--- src/rtl/teia_pkg.sv ---
`timescale 1ns / 1ps
// ----------------------------------------------------------------------------
// teia_pkg
// shared types and constants of the tei assignment machine
// ----------------------------------------------------------------------------
package teia_pkg;

  typedef enum logic [1:0] {
    ST_IDLE   = 2'd0,
    ST_AWAIT  = 2'd1,
    ST_VERIFY = 2'd2
  } state_e;

  typedef enum logic [2:0] {
    OP_IDREQ     = 3'd0,
    OP_ASSIGNED  = 3'd1,
    OP_ASSIGNREQ = 3'd2,
    OP_DENIED    = 3'd3,
    OP_CHKREQ    = 3'd4,
    OP_REMOVE    = 3'd5,
    OP_VERIFY    = 3'd6,
    OP_T202      = 3'd7
  } op_e;

  localparam logic [2:0] MT_NONE     = 3'd0;
  localparam logic [2:0] MT_REQUEST  = 3'd1;
  localparam logic [2:0] MT_ASSIGNED = 3'd2;
  localparam logic [2:0] MT_CHK_RES  = 3'd5;
  localparam logic [2:0] MT_VERIFY   = 3'd7;

  localparam logic [6:0] BROADCAST_TEI = 7'd127;
  localparam logic [6:0] NET_TEI_RESET = 7'd100;
  localparam logic [1:0] N202_REQUEST  = 2'd3;
  localparam logic [1:0] N202_VERIFY   = 2'd2;

  localparam int unsigned IN_DATA_W  = 40;
  localparam int unsigned OUT_DATA_W = 48;

  typedef struct packed {
    op_e         op;
    logic [15:0] msg_ri;
    logic [6:0]  msg_ai;
    logic [15:0] fresh_ri;
  } event_t;

  typedef struct packed {
    logic [1:0]  state_now;
    logic        error_ind;
    logic        remove_ind;
    logic [6:0]  assigned_tei;
    logic        assign_ind;
    logic        timer_stop;
    logic        timer_start;
    logic [6:0]  tx_ai;
    logic [15:0] tx_ri;
    logic [2:0]  tx_msg_type;
    logic        tx_valid;
  } result_t;

endpackage

--- src/rtl/teia_core.sv ---
`timescale 1ns / 1ps
// ----------------------------------------------------------------------------
// teia_core
// state registers and event decode of the tei assignment machine
// ----------------------------------------------------------------------------
module teia_core (
  input  logic              clk_i,
  input  logic              rst_ni,
  input  logic              cfg_we_i,
  input  logic [6:0]        cfg_wdata_i,
  input  logic              step_i,
  input  teia_pkg::event_t  evt_i,
  output teia_pkg::result_t res_o
);

  teia_pkg::state_e state_q, state_d;
  logic [15:0]      pending_ri_q, pending_ri_d;
  logic [1:0]       retry_q, retry_d;
  logic [6:0]       own_tei_q, own_tei_d;
  logic             own_valid_q, own_valid_d;
  logic [6:0]       net_tei_q;
  logic             addressed;
  logic [6:0]       verify_ai;

  assign addressed = own_valid_q && ((evt_i.msg_ai == teia_pkg::BROADCAST_TEI) ||
                                     (evt_i.msg_ai == own_tei_q));
  assign verify_ai = own_valid_q ? own_tei_q : teia_pkg::BROADCAST_TEI;

  always_comb begin
    state_d      = state_q;
    pending_ri_d = pending_ri_q;
    retry_d      = retry_q;
    own_tei_d    = own_tei_q;
    own_valid_d  = own_valid_q;
    res_o        = '0;

    if (evt_i.op == teia_pkg::OP_CHKREQ || evt_i.op == teia_pkg::OP_REMOVE) begin
      // check and remove act alike in idle and verifying
      if (state_q != teia_pkg::ST_AWAIT && addressed) begin
        res_o.timer_stop = 1'b1;
        state_d          = teia_pkg::ST_IDLE;
        if (evt_i.op == teia_pkg::OP_CHKREQ) begin
          res_o.tx_valid    = 1'b1;
          res_o.tx_msg_type = teia_pkg::MT_CHK_RES;
          res_o.tx_ri       = evt_i.fresh_ri;
          res_o.tx_ai       = own_tei_q;
        end else begin
          res_o.remove_ind = 1'b1;
          own_valid_d      = 1'b0;
        end
      end
    end else begin
      case (state_q)
        teia_pkg::ST_AWAIT: begin
          if (evt_i.op == teia_pkg::OP_ASSIGNED) begin
            if (evt_i.msg_ri == pending_ri_q) begin
              res_o.timer_stop   = 1'b1;
              res_o.assign_ind   = 1'b1;
              res_o.assigned_tei = evt_i.msg_ai;
              own_tei_d          = evt_i.msg_ai;
              own_valid_d        = 1'b1;
              state_d            = teia_pkg::ST_IDLE;
            end
          end else if (evt_i.op == teia_pkg::OP_T202) begin
            if (retry_q > 2'd1) begin
              retry_d           = retry_q - 2'd1;
              pending_ri_d      = evt_i.fresh_ri;
              res_o.tx_valid    = 1'b1;
              res_o.tx_msg_type = teia_pkg::MT_REQUEST;
              res_o.tx_ri       = evt_i.fresh_ri;
              res_o.tx_ai       = teia_pkg::BROADCAST_TEI;
              res_o.timer_start = 1'b1;
            end else begin
              retry_d         = 2'd0;
              res_o.error_ind = 1'b1;
              state_d         = teia_pkg::ST_IDLE;
            end
          end
        end
        teia_pkg::ST_VERIFY: begin
          if (evt_i.op == teia_pkg::OP_T202) begin
            if (retry_q > 2'd1) begin
              retry_d           = retry_q - 2'd1;
              res_o.tx_valid    = 1'b1;
              res_o.tx_msg_type = teia_pkg::MT_VERIFY;
              res_o.tx_ai       = verify_ai;
              res_o.timer_start = 1'b1;
            end else begin
              // verify failed on the last retry
              retry_d          = 2'd0;
              res_o.remove_ind = 1'b1;
              own_valid_d      = 1'b0;
              state_d          = teia_pkg::ST_IDLE;
            end
          end
        end
        default: begin
          if (evt_i.op == teia_pkg::OP_IDREQ) begin
            if (!own_valid_q) begin
              pending_ri_d      = evt_i.fresh_ri;
              res_o.tx_valid    = 1'b1;
              res_o.tx_msg_type = teia_pkg::MT_REQUEST;
              res_o.tx_ri       = evt_i.fresh_ri;
              res_o.tx_ai       = teia_pkg::BROADCAST_TEI;
              res_o.timer_start = 1'b1;
              retry_d           = teia_pkg::N202_REQUEST;
              state_d           = teia_pkg::ST_AWAIT;
            end
          end else if (evt_i.op == teia_pkg::OP_ASSIGNREQ) begin
            if (own_valid_q) begin
              pending_ri_d      = evt_i.msg_ri;
              res_o.tx_valid    = 1'b1;
              res_o.tx_msg_type = teia_pkg::MT_ASSIGNED;
              res_o.tx_ri       = evt_i.msg_ri;
              res_o.tx_ai       = net_tei_q;
            end
          end else if (evt_i.op == teia_pkg::OP_VERIFY) begin
            res_o.tx_valid    = 1'b1;
            res_o.tx_msg_type = teia_pkg::MT_VERIFY;
            res_o.tx_ai       = verify_ai;
            res_o.timer_start = 1'b1;
            retry_d           = teia_pkg::N202_VERIFY;
            state_d           = teia_pkg::ST_VERIFY;
          end
        end
      endcase
    end
    res_o.state_now = state_d;
  end

  always_ff @(posedge clk_i or negedge rst_ni) begin
    if (!rst_ni) begin
      state_q      <= teia_pkg::ST_IDLE;
      pending_ri_q <= '0;
      retry_q      <= '0;
      own_tei_q    <= '0;
      own_valid_q  <= 1'b0;
    end else if (step_i) begin
      state_q      <= state_d;
      pending_ri_q <= pending_ri_d;
      retry_q      <= retry_d;
      own_tei_q    <= own_tei_d;
      own_valid_q  <= own_valid_d;
    end
  end

  always_ff @(posedge clk_i or negedge rst_ni) begin
    if (!rst_ni) begin
      net_tei_q <= teia_pkg::NET_TEI_RESET;
    end else if (cfg_we_i) begin
      net_tei_q <= cfg_wdata_i;
    end
  end

endmodule

--- src/rtl/teia_out_reg.sv ---
`timescale 1ns / 1ps
// ----------------------------------------------------------------------------
// teia_out_reg
// result register of the master-side stream
// ----------------------------------------------------------------------------
module teia_out_reg (
  input  logic                                clk_i,
  input  logic                                rst_ni,
  input  logic                                load_i,
  input  teia_pkg::result_t                   res_i,
  input  logic                                tready_i,
  output logic                                full_o,
  output logic [teia_pkg::OUT_DATA_W-1:0]     tdata_o
);

  localparam int unsigned ResW = $bits(teia_pkg::result_t);

  logic              valid_q, valid_d;
  teia_pkg::result_t data_q;

  always_comb begin
    valid_d = valid_q;
    if (load_i) begin
      valid_d = 1'b1;
    end else if (tready_i) begin
      valid_d = 1'b0;
    end
  end

  always_ff @(posedge clk_i or negedge rst_ni) begin
    if (!rst_ni) begin
      valid_q <= 1'b0;
    end else begin
      valid_q <= valid_d;
    end
  end

  always_ff @(posedge clk_i) begin
    if (load_i) begin
      data_q <= res_i;
    end
  end

  assign full_o  = valid_q;
  assign tdata_o = {{(teia_pkg::OUT_DATA_W - ResW){1'b0}}, data_q};

endmodule

--- src/rtl/tei_assignment_fsm_unit.sv ---
`timescale 1ns / 1ps
// ----------------------------------------------------------------------------
// tei_assignment_fsm_unit
// q.921 tei management machine: one event word in, one result word out
// ----------------------------------------------------------------------------
//  channel   | dir | handshake             | payload
//  s_axis    | in  | tvalid / tready       | tuser event code, tdata event fields
//  m_axis    | out | tvalid / tready       | tdata result fields
//  cfg       | in  | cfg_we_i (no ready)   | cfg_wdata_i net-side assigned tei
//
//  an event word is held in the input register, is decoded against the
//  state registers and lands in the result register; state updates as it moves
//  m_axis_tvalid rises once the word has moved from the input register into the
//  result register; throughput one word per cycle while m_axis_tready stays
//  high, set by the single decode pass between input and result registers
//  a full result register that is not taken stalls the input register, which
//  then stalls s_axis; both stages drain freely once m_axis_tready is high
//  reset: idle state, no tei held, both stages empty, cfg register at 100
// ----------------------------------------------------------------------------
module tei_assignment_fsm_unit (
  input  logic        clk_i,
  input  logic        rst_ni,
  // configuration write
  input  logic        cfg_we_i,
  input  logic [6:0]  cfg_wdata_i,
  // event stream
  input  logic        s_axis_tvalid,
  output logic        s_axis_tready,
  input  logic [2:0]  s_axis_tuser,   // op
  input  logic [39:0] s_axis_tdata,   // msg_ri[15:0], msg_ai[22:16], fresh_ri[38:23], pad
  // result stream
  output logic        m_axis_tvalid,
  input  logic        m_axis_tready,
  output logic [47:0] m_axis_tdata    // tx_valid[0], tx_msg_type[3:1], tx_ri[19:4],
                                      // tx_ai[26:20], timer_start[27], timer_stop[28],
                                      // assign_ind[29], assigned_tei[36:30],
                                      // remove_ind[37], error_ind[38], state_now[40:39], pad
);

  // input register
  logic              in_valid_q, in_valid_d;
  teia_pkg::event_t  in_evt_q;
  logic              advance;
  logic              out_full;
  teia_pkg::result_t res;

  // the decoded word moves on when the result register is empty or draining
  assign advance       = in_valid_q && (!out_full || m_axis_tready);
  assign s_axis_tready = !in_valid_q || advance;

  always_comb begin
    in_valid_d = in_valid_q;
    if (s_axis_tvalid && s_axis_tready) begin
      in_valid_d = 1'b1;
    end else if (advance) begin
      in_valid_d = 1'b0;
    end
  end

  always_ff @(posedge clk_i or negedge rst_ni) begin
    if (!rst_ni) begin
      in_valid_q <= 1'b0;
    end else begin
      in_valid_q <= in_valid_d;
    end
  end

  // event payload, op arrives on tuser
  always_ff @(posedge clk_i) begin
    if (s_axis_tvalid && s_axis_tready) begin
      in_evt_q.op       <= teia_pkg::op_e'(s_axis_tuser);
      in_evt_q.msg_ri   <= s_axis_tdata[15:0];
      in_evt_q.msg_ai   <= s_axis_tdata[22:16];
      in_evt_q.fresh_ri <= s_axis_tdata[38:23];
    end
  end

  // decode and state update
  teia_core u_core (
    .clk_i       (clk_i),
    .rst_ni      (rst_ni),
    .cfg_we_i    (cfg_we_i),
    .cfg_wdata_i (cfg_wdata_i),
    .step_i      (advance),
    .evt_i       (in_evt_q),
    .res_o       (res)
  );

  // result register
  teia_out_reg u_out_reg (
    .clk_i    (clk_i),
    .rst_ni   (rst_ni),
    .load_i   (advance),
    .res_i    (res),
    .tready_i (m_axis_tready),
    .full_o   (out_full),
    .tdata_o  (m_axis_tdata)
  );

  assign m_axis_tvalid = out_full;

endmodule

--- config.mk ---
export PLATFORM = sky130hd
export DESIGN_NAME = tei_assignment_fsm_unit
export DESIGN_NICKNAME = d
export VERILOG_FILES = /design/src/rtl/teia_pkg.sv /design/src/rtl/teia_core.sv /design/src/rtl/teia_out_reg.sv /design/src/rtl/tei_assignment_fsm_unit.sv
export SDC_FILE = /design/constraint.sdc
export NUM_CORES = 1
export LEC_CHECK = 0
export BUFFER_PORTS_ARGS = -buffer_cell sky130_fd_sc_hd__buf_2
export CORE_MARGIN = 2
export CORE_UTILIZATION = 45
export DETAILED_ROUTE_END_ITERATION = 7
export GPL_TIMING_DRIVEN = 0
export PLACE_DENSITY = 0.68
export SLEW_MARGIN = 40
export SYNTH_ARGS = -nofsm -noshare
export SYNTH_HDL_FRONTEND = slang
export SYNTH_HIERARCHICAL = 1
export SYNTH_SLANG_ARGS = --single-unit
--- constraint.sdc ---
create_clock -name clk_i -period 5.3 [get_ports clk_i]
set_input_delay 1.06 -clock clk_i [delete_from_list [all_inputs] [get_ports clk_i]]
set_output_delay 1.06 -clock clk_i [all_outputs]
set_load 0.005 [all_outputs]
# After elaboration in Yosys (flattened, before gate mapping)
# Cells that the tools add are included.
[word_totals]
elab_cells = 151
latch_bits = 0
mem_bits_ro = 0
regBits = 120
n_memories = 0
output_inout_bits = 50
mem_bits_rw = 0
inputBits = 55
[classes]
n_mux = 73
n_eq_ne = 24
shifts = 0
bitwise_logic = 5
n_reduce_logical = 24
mul = 0
div = 0
addsub = 1
n_lt_le_gt_ge = 1
[op_table]
columns = ["cell", "n"]
rows = [
  ["28-bit two-way mux", 5],
  ["16-bit two-way mux", 8],
  ["27-bit two-way mux", 4],
  ["16-bit one-hot mux with 2 select lines", 2],
  ["2-bit two-way mux", 18],
  ["8-bit two-way mux", 3],
  ["1-bit two-way mux", 22],
  ["16-bit equality test", 1],
  ["4-bit two-way mux", 4],
  ["8-bit one-hot mux with 2 select lines", 1],
  ["7-bit two-way mux", 2],
  ["3-bit equality test, second input constant", 4],
  ["3-bit by 1-bit inequality test with 1-bit output, second input constant", 3],
  ["9-bit AND reduction", 1],
  ["3-bit nonzero test", 3],
  ["2-bit one-hot mux with 2 select lines", 2],
  ["4-bit one-hot mux with 2 select lines", 1],
  ["8-bit AND reduction", 1],
  ["7-bit equality test", 1],
  ["7-bit equality test, second input constant", 1],
  ["2-bit by 1-bit inequality test with 1-bit output, second input constant", 3],
  ["2-bit inequality test, second input constant", 3],
  ["6-bit AND reduction", 1],
  ["3-bit OR reduction", 2],
  ["other kinds (20)", 32],
]

# Depth between registers and ports, before layout
[logic_depth]
depth_word = 6
depth_mapped = 10
mapped_depth_nobuf = 8

# Modules after synthesis
# Netlist, hierarchy kept.
[by_module_without_submodules]
columns = ["mod", "seq_area_each_um2", "n_inst", "cells_per_inst", "area_per_inst_um2"]
rows = [
  ["teia_core", 879.6, 1, 312, 2705.1],
  ["tei_assignment_fsm_unit", 1286.2, 1, 48, 1332.5],
  ["teia_out_reg", 1256.2, 1, 52, 1323.8],
]

# Worst setup path before layout
# Ideal clock, no wire load.
[synth_path]
path_kind = "input -> register"
from = "in m_axis_tready"
to = "reg u_core.retry_q[1]"
setup_ps = 123
setup_slack_ps = -535
arrival_time_ps = 5712
path_buffers = 0
path_stages = 6
required_ps = 5177
cell_sequence = "inv_1 > a21boi_0 > o221ai_1 > or3_1 > o21ai_1 > o21ai_1"
[synth_via]
elab_chain_cells = 3
[synth_rtl]
columns = ["element", "line", "text"]
rows = [
  ["from (decl)", "tei_assignment_fsm_unit.sv:33", "input logic m_axis_tready,"],
  ["1-bit logical OR", "tei_assignment_fsm_unit.sv:48", "assign advance = in_valid_q && (!out_full || m_axis_tready);"],
  ["1-bit logical AND", "tei_assignment_fsm_unit.sv:48", ""],
  ["named net advance", "tei_assignment_fsm_unit.sv:43", "logic advance;"],
  ["6-bit AND reduction (no source line)", "-", ""],
  ["to (signal assigned)", "teia_core.sv:141", "retry_q <= retry_d;"],
  ["to (decl)", "teia_core.sv:18", "logic [1:0] retry_q, retry_d;"],
]
# The timed path passes the listed nets, and every way through them passes these cells.
# A chain may end at the register's enable or synchronous reset.

# Worst setup path in the final report
[layout_path]
from = "in m_axis_tready"
to = "out s_axis_tready"
[layout_via]
elab_chain_cells = 3
[layout_rtl]
columns = ["element", "line", "text"]
rows = [
  ["1-bit logical OR", "tei_assignment_fsm_unit.sv:48", ""],
  ["1-bit logical AND", "tei_assignment_fsm_unit.sv:48", ""],
  ["1-bit logical OR", "tei_assignment_fsm_unit.sv:49", "assign s_axis_tready = !in_valid_q || advance;"],
  ["to (decl)", "tei_assignment_fsm_unit.sv:28", "output logic s_axis_tready,"],
]
# No other way between the ends.

==> impl_results.md <==
* Run status: finished with violations
* Violations in the final reports: design-rule violations
* Most used cells in the layout excluding fill and tap cells: buf_2 (105), edfxtp_1 (83), nor2_1 (44)
* Max Clock Freq at 396 MHz
* Cell type contributing the most total cell area after synthesis: edfxtp_1
* Worst Hold Slack at 0.518 ns
* Synth Instances at 412
* Share of total power in sequential cells at 43.0%
* Worst setup slack after placement at about 2.6 ns
* Hold bufs inserted after CTS at 0
* Critical path class: primary input to output port
* Top-level I/O count at 105
* Floorplan die area at 0.0128 mm2
* Horizontal die dimension at between 100 and 150 um
* Min-Delay Path Class: register to register
* Startpoint type of the worst setup path: primary input
* Detailed Place HPWL at 7720 um
* Maxcap violations at 0
* Top cell type's share of synthesized area at 46.5%
* Routability cong. at between 0.8 and 0.9
* Logic gate share of total power at 20.8%
* Most common cell after layout, fill and taps aside: buf_2
* Peak supply drop at around 360 uV
* Number of remaining DRC errors at 14
* Port Buffer Count at 95
* Syn avg cell area at about 13 um2
* Flip-flop and latch count after synthesis at 120
* Clock slew seen by the registers of the worst setup and hold paths at about 0.050 ns
* Arrival time reported for the critical path endpoint at 1.46 ns
* Yosys synthesis warning count at 6
* Max Fanout on Critical Path at 3
* Setup repair after global routing missed its margin: false
* Net Sw Frac at roughly 28%
* Die height at 113 um
* Synth Cell Area at 0.00536 mm2
* CTS tree: built
* Clock tree root buffer cell: clkbuf_16
* Via count at 3664
* Residual overflow from global routing at 0
* Count of endpoints failing hold in the final timing report at 0
* Overall fraction of global-route tracks in use at between 10% and 20%
* List of cells traversed by the critical path: buf_2, nand3b_4, buf_2
* Required time of the critical path at 4.24 ns
* Drt pass-1 iters at 7
* Wire length after detailed routing at around 11000 um
* Via count of the first global-routing pass at about 3700
* Number of placement rows at 39
* Post-route clock period utilization at between 40 and 50%
* Sequential-to-total area share from yosys stat at between 60 and 70%
* Clk network pwr share at a little over a third
* Final min period at 2.52 ns
* Post-DR wirelength/cell at 16.2 um
* Switching component of the power at 824 uW
* Most used DFF post-synth: edfxtp_1
* Total of cells resized after clock tree synthesis at 0
* Net count reported at finish at 592
* Number of distinct library cells after synthesis at 55
* CTS Buf Count at 17
* Antenna Nets Post-Route at 0
* Number of setup violations in the final report at 0
* Initial drt markers at 182
* Core Region at 0.0115 mm2
* Max Root-Sink Buffers at 2
* Maximum single-stage delay on the critical path at 0.15 ns
* Leakage power of the design at 2.85 nW
* First-pass GRT wire length at 18200 um
* Layout cells sized above 1 at 30.4%
* H-Tree Level Count at 4
* Initial Util at 46.6%
* Most used cell along the critical path: buf_2
* Via density at 5.31
* Buffer count from post-CTS setup fixing at 0
* Initial antenna violation count at 1
* Endpoint kind of the worst setup timing path: output port
* Cell Pwr Density at ~450 mW/mm2
* Headroom to the max-slew limit at a little under 50%
* Share of synthesized registers carrying an async set or reset at between 30% and 40%
* Pin count of the biggest net entering global routing at 43
* Pins over their slew limit at 0
* Slew at the pin closest to its max-slew limit at 0.773 ns
* Slowest stage cell, crit path: nand3b_4
* Worst setup slack after layout at 2.78 ns
* Largest clock skew in the final design at 0.00933 ns
* Clk_lat worst skew at 0.41 ns
* Number of clock sinks at 120
* Area delta synth->final at 24.3%
* Cell Int Power at 2.16 mW
* Core utilization of the finished layout at 57.9%
* Number of enable flip-flop cells after synthesis at between 80 and 90
* Synth top area cells: edfxtp_1 (46%), dfrtp_1 (16%), a21oi_1 (3.4%)
[state kept, by name, indices dropped and copies added (netlist names)]
register and flops:
u_core/own_valid_q 1, u_out_reg/full_o 1, u_core/retry_q 2, u_core/net_tei_q 7, u_core/own_tei_q 7, in_evt_q 42
u_out_reg/tdata_o 41, u_core/pending_ri_q 16, in_valid_q 1, u_core/state_q 2
[synthesized netlist by cell type (3+ instances only)]
library cell	count
or3_1	4
o211ai_1	3
nand2b_1	4
and2_1	11
a22o_1	16
a21oi_1	36
mux2_1	7
nand4_1	3
edfxtp_1	83
nand3_1	7
dfstp_2	3
o21ai_0	4
xnor2_1	4
xor2_1	20
dfrtp_1	34
nor2_1	44
nor4_1	4
nor3_1	6
nand2_1	11
o2111ai_1	3
buf_2	11
mux2i_1	16
o21ai_1	3
o22ai_1	8
inv_1	9
clkbuf_1	7
buf_4	10
mux2_2	8
nor2b_1	3
[cells by family after synthesis]
kind of cell,after synthesis,share of synthesized area (%)
mux,31,6.14
buf+inv,39,3.83
flops,120,63.8
other cells,1,0.0699
fa+ha+maj,2,0.467
simple gates,107,10.5
compound gates,88,11.3
xor+xnor,24,3.92
[power by group through the flow]
stage	logic (mW)	clock network [mW]	registers, mW
6_report	0.620	1.08	1.28
5_1_grt	0.688	1.15	1.30
4_1_cts	0.620	1.11	1.28
3_5_place_dp	0.615	0	1.30
3_3_place_gp	0.588	0	1.29
2_1_floorplan	0.419	0	1.29
[worst max-delay path, delay by kind of cell]
family	cells	cell delay, ns
buffers and inverters	2	0.25
and+or+nand+nor	1	0.15
[layout make-up]
cell class | count | area [um2]
antenna | 1 | 2.50
inverter | 9 | 33.8
clock buffer | 21 | 460
fill | 944 | 4850
timing repair buffer | 98 | 523
tap | 143 | 179
sequential | 120 | 3420
multi-input combinational | 259 | 1770
clock inverter | 9 | 103
buffer | 30 | 171
[final timing paths]
path | from | end | slack, ns | depth (start not counted)
setup reg to reg | u_core/state_q[0] | u_out_reg/tdata_o[14] | 2.85 | 7
setup / recovery | m_axis_tready | s_axis_tready | 2.78 | 3
hold reg to reg | u_core/retry_q[0] | u_core/retry_q[0] | 0.52 | 2
min in group asynchronous | rst_ni | u_core/state_q[0] | 0.61 | 1
hold / removal | u_core/retry_q[0] | u_core/retry_q[0] | 0.52 | 2
max in group asynchronous | rst_ni | u_core/pending_ri_q[2] | 4.30 | 1
[layer usage]
layer | routed length (um) | vias to the layer above | part of all wire (%) | global-route usage, %
met2 | 5520 | 137 | 50 | 29.9
met1 | 4680 | 1759 | 42 | 23.2
met5 | 0 | - | 0 | 0
met3 | 801 | 16 | 7.2 | 7.07
met4 | 142 | 0 | 1.3 | 5.77
li1 | - | 1752 | - | -
[stage by stage]
stage | total power, mW | TNS (ns) | std cells | cell area (um2)
after detailed placement | 1.91 | 0 | 659 | 6100
after CTS | 3.01 | 0 | 689 | 6660
after floorplan | 1.71 | 0 | 418 | 5380
final | 2.98 | 0 | 690 | 6660
after global placement | 1.88 | -11.38 | 656 | 6040
after global routing | 3.14 | 0 | 689 | 6660
Note: power is estimated with default switching activity, not from simulation.
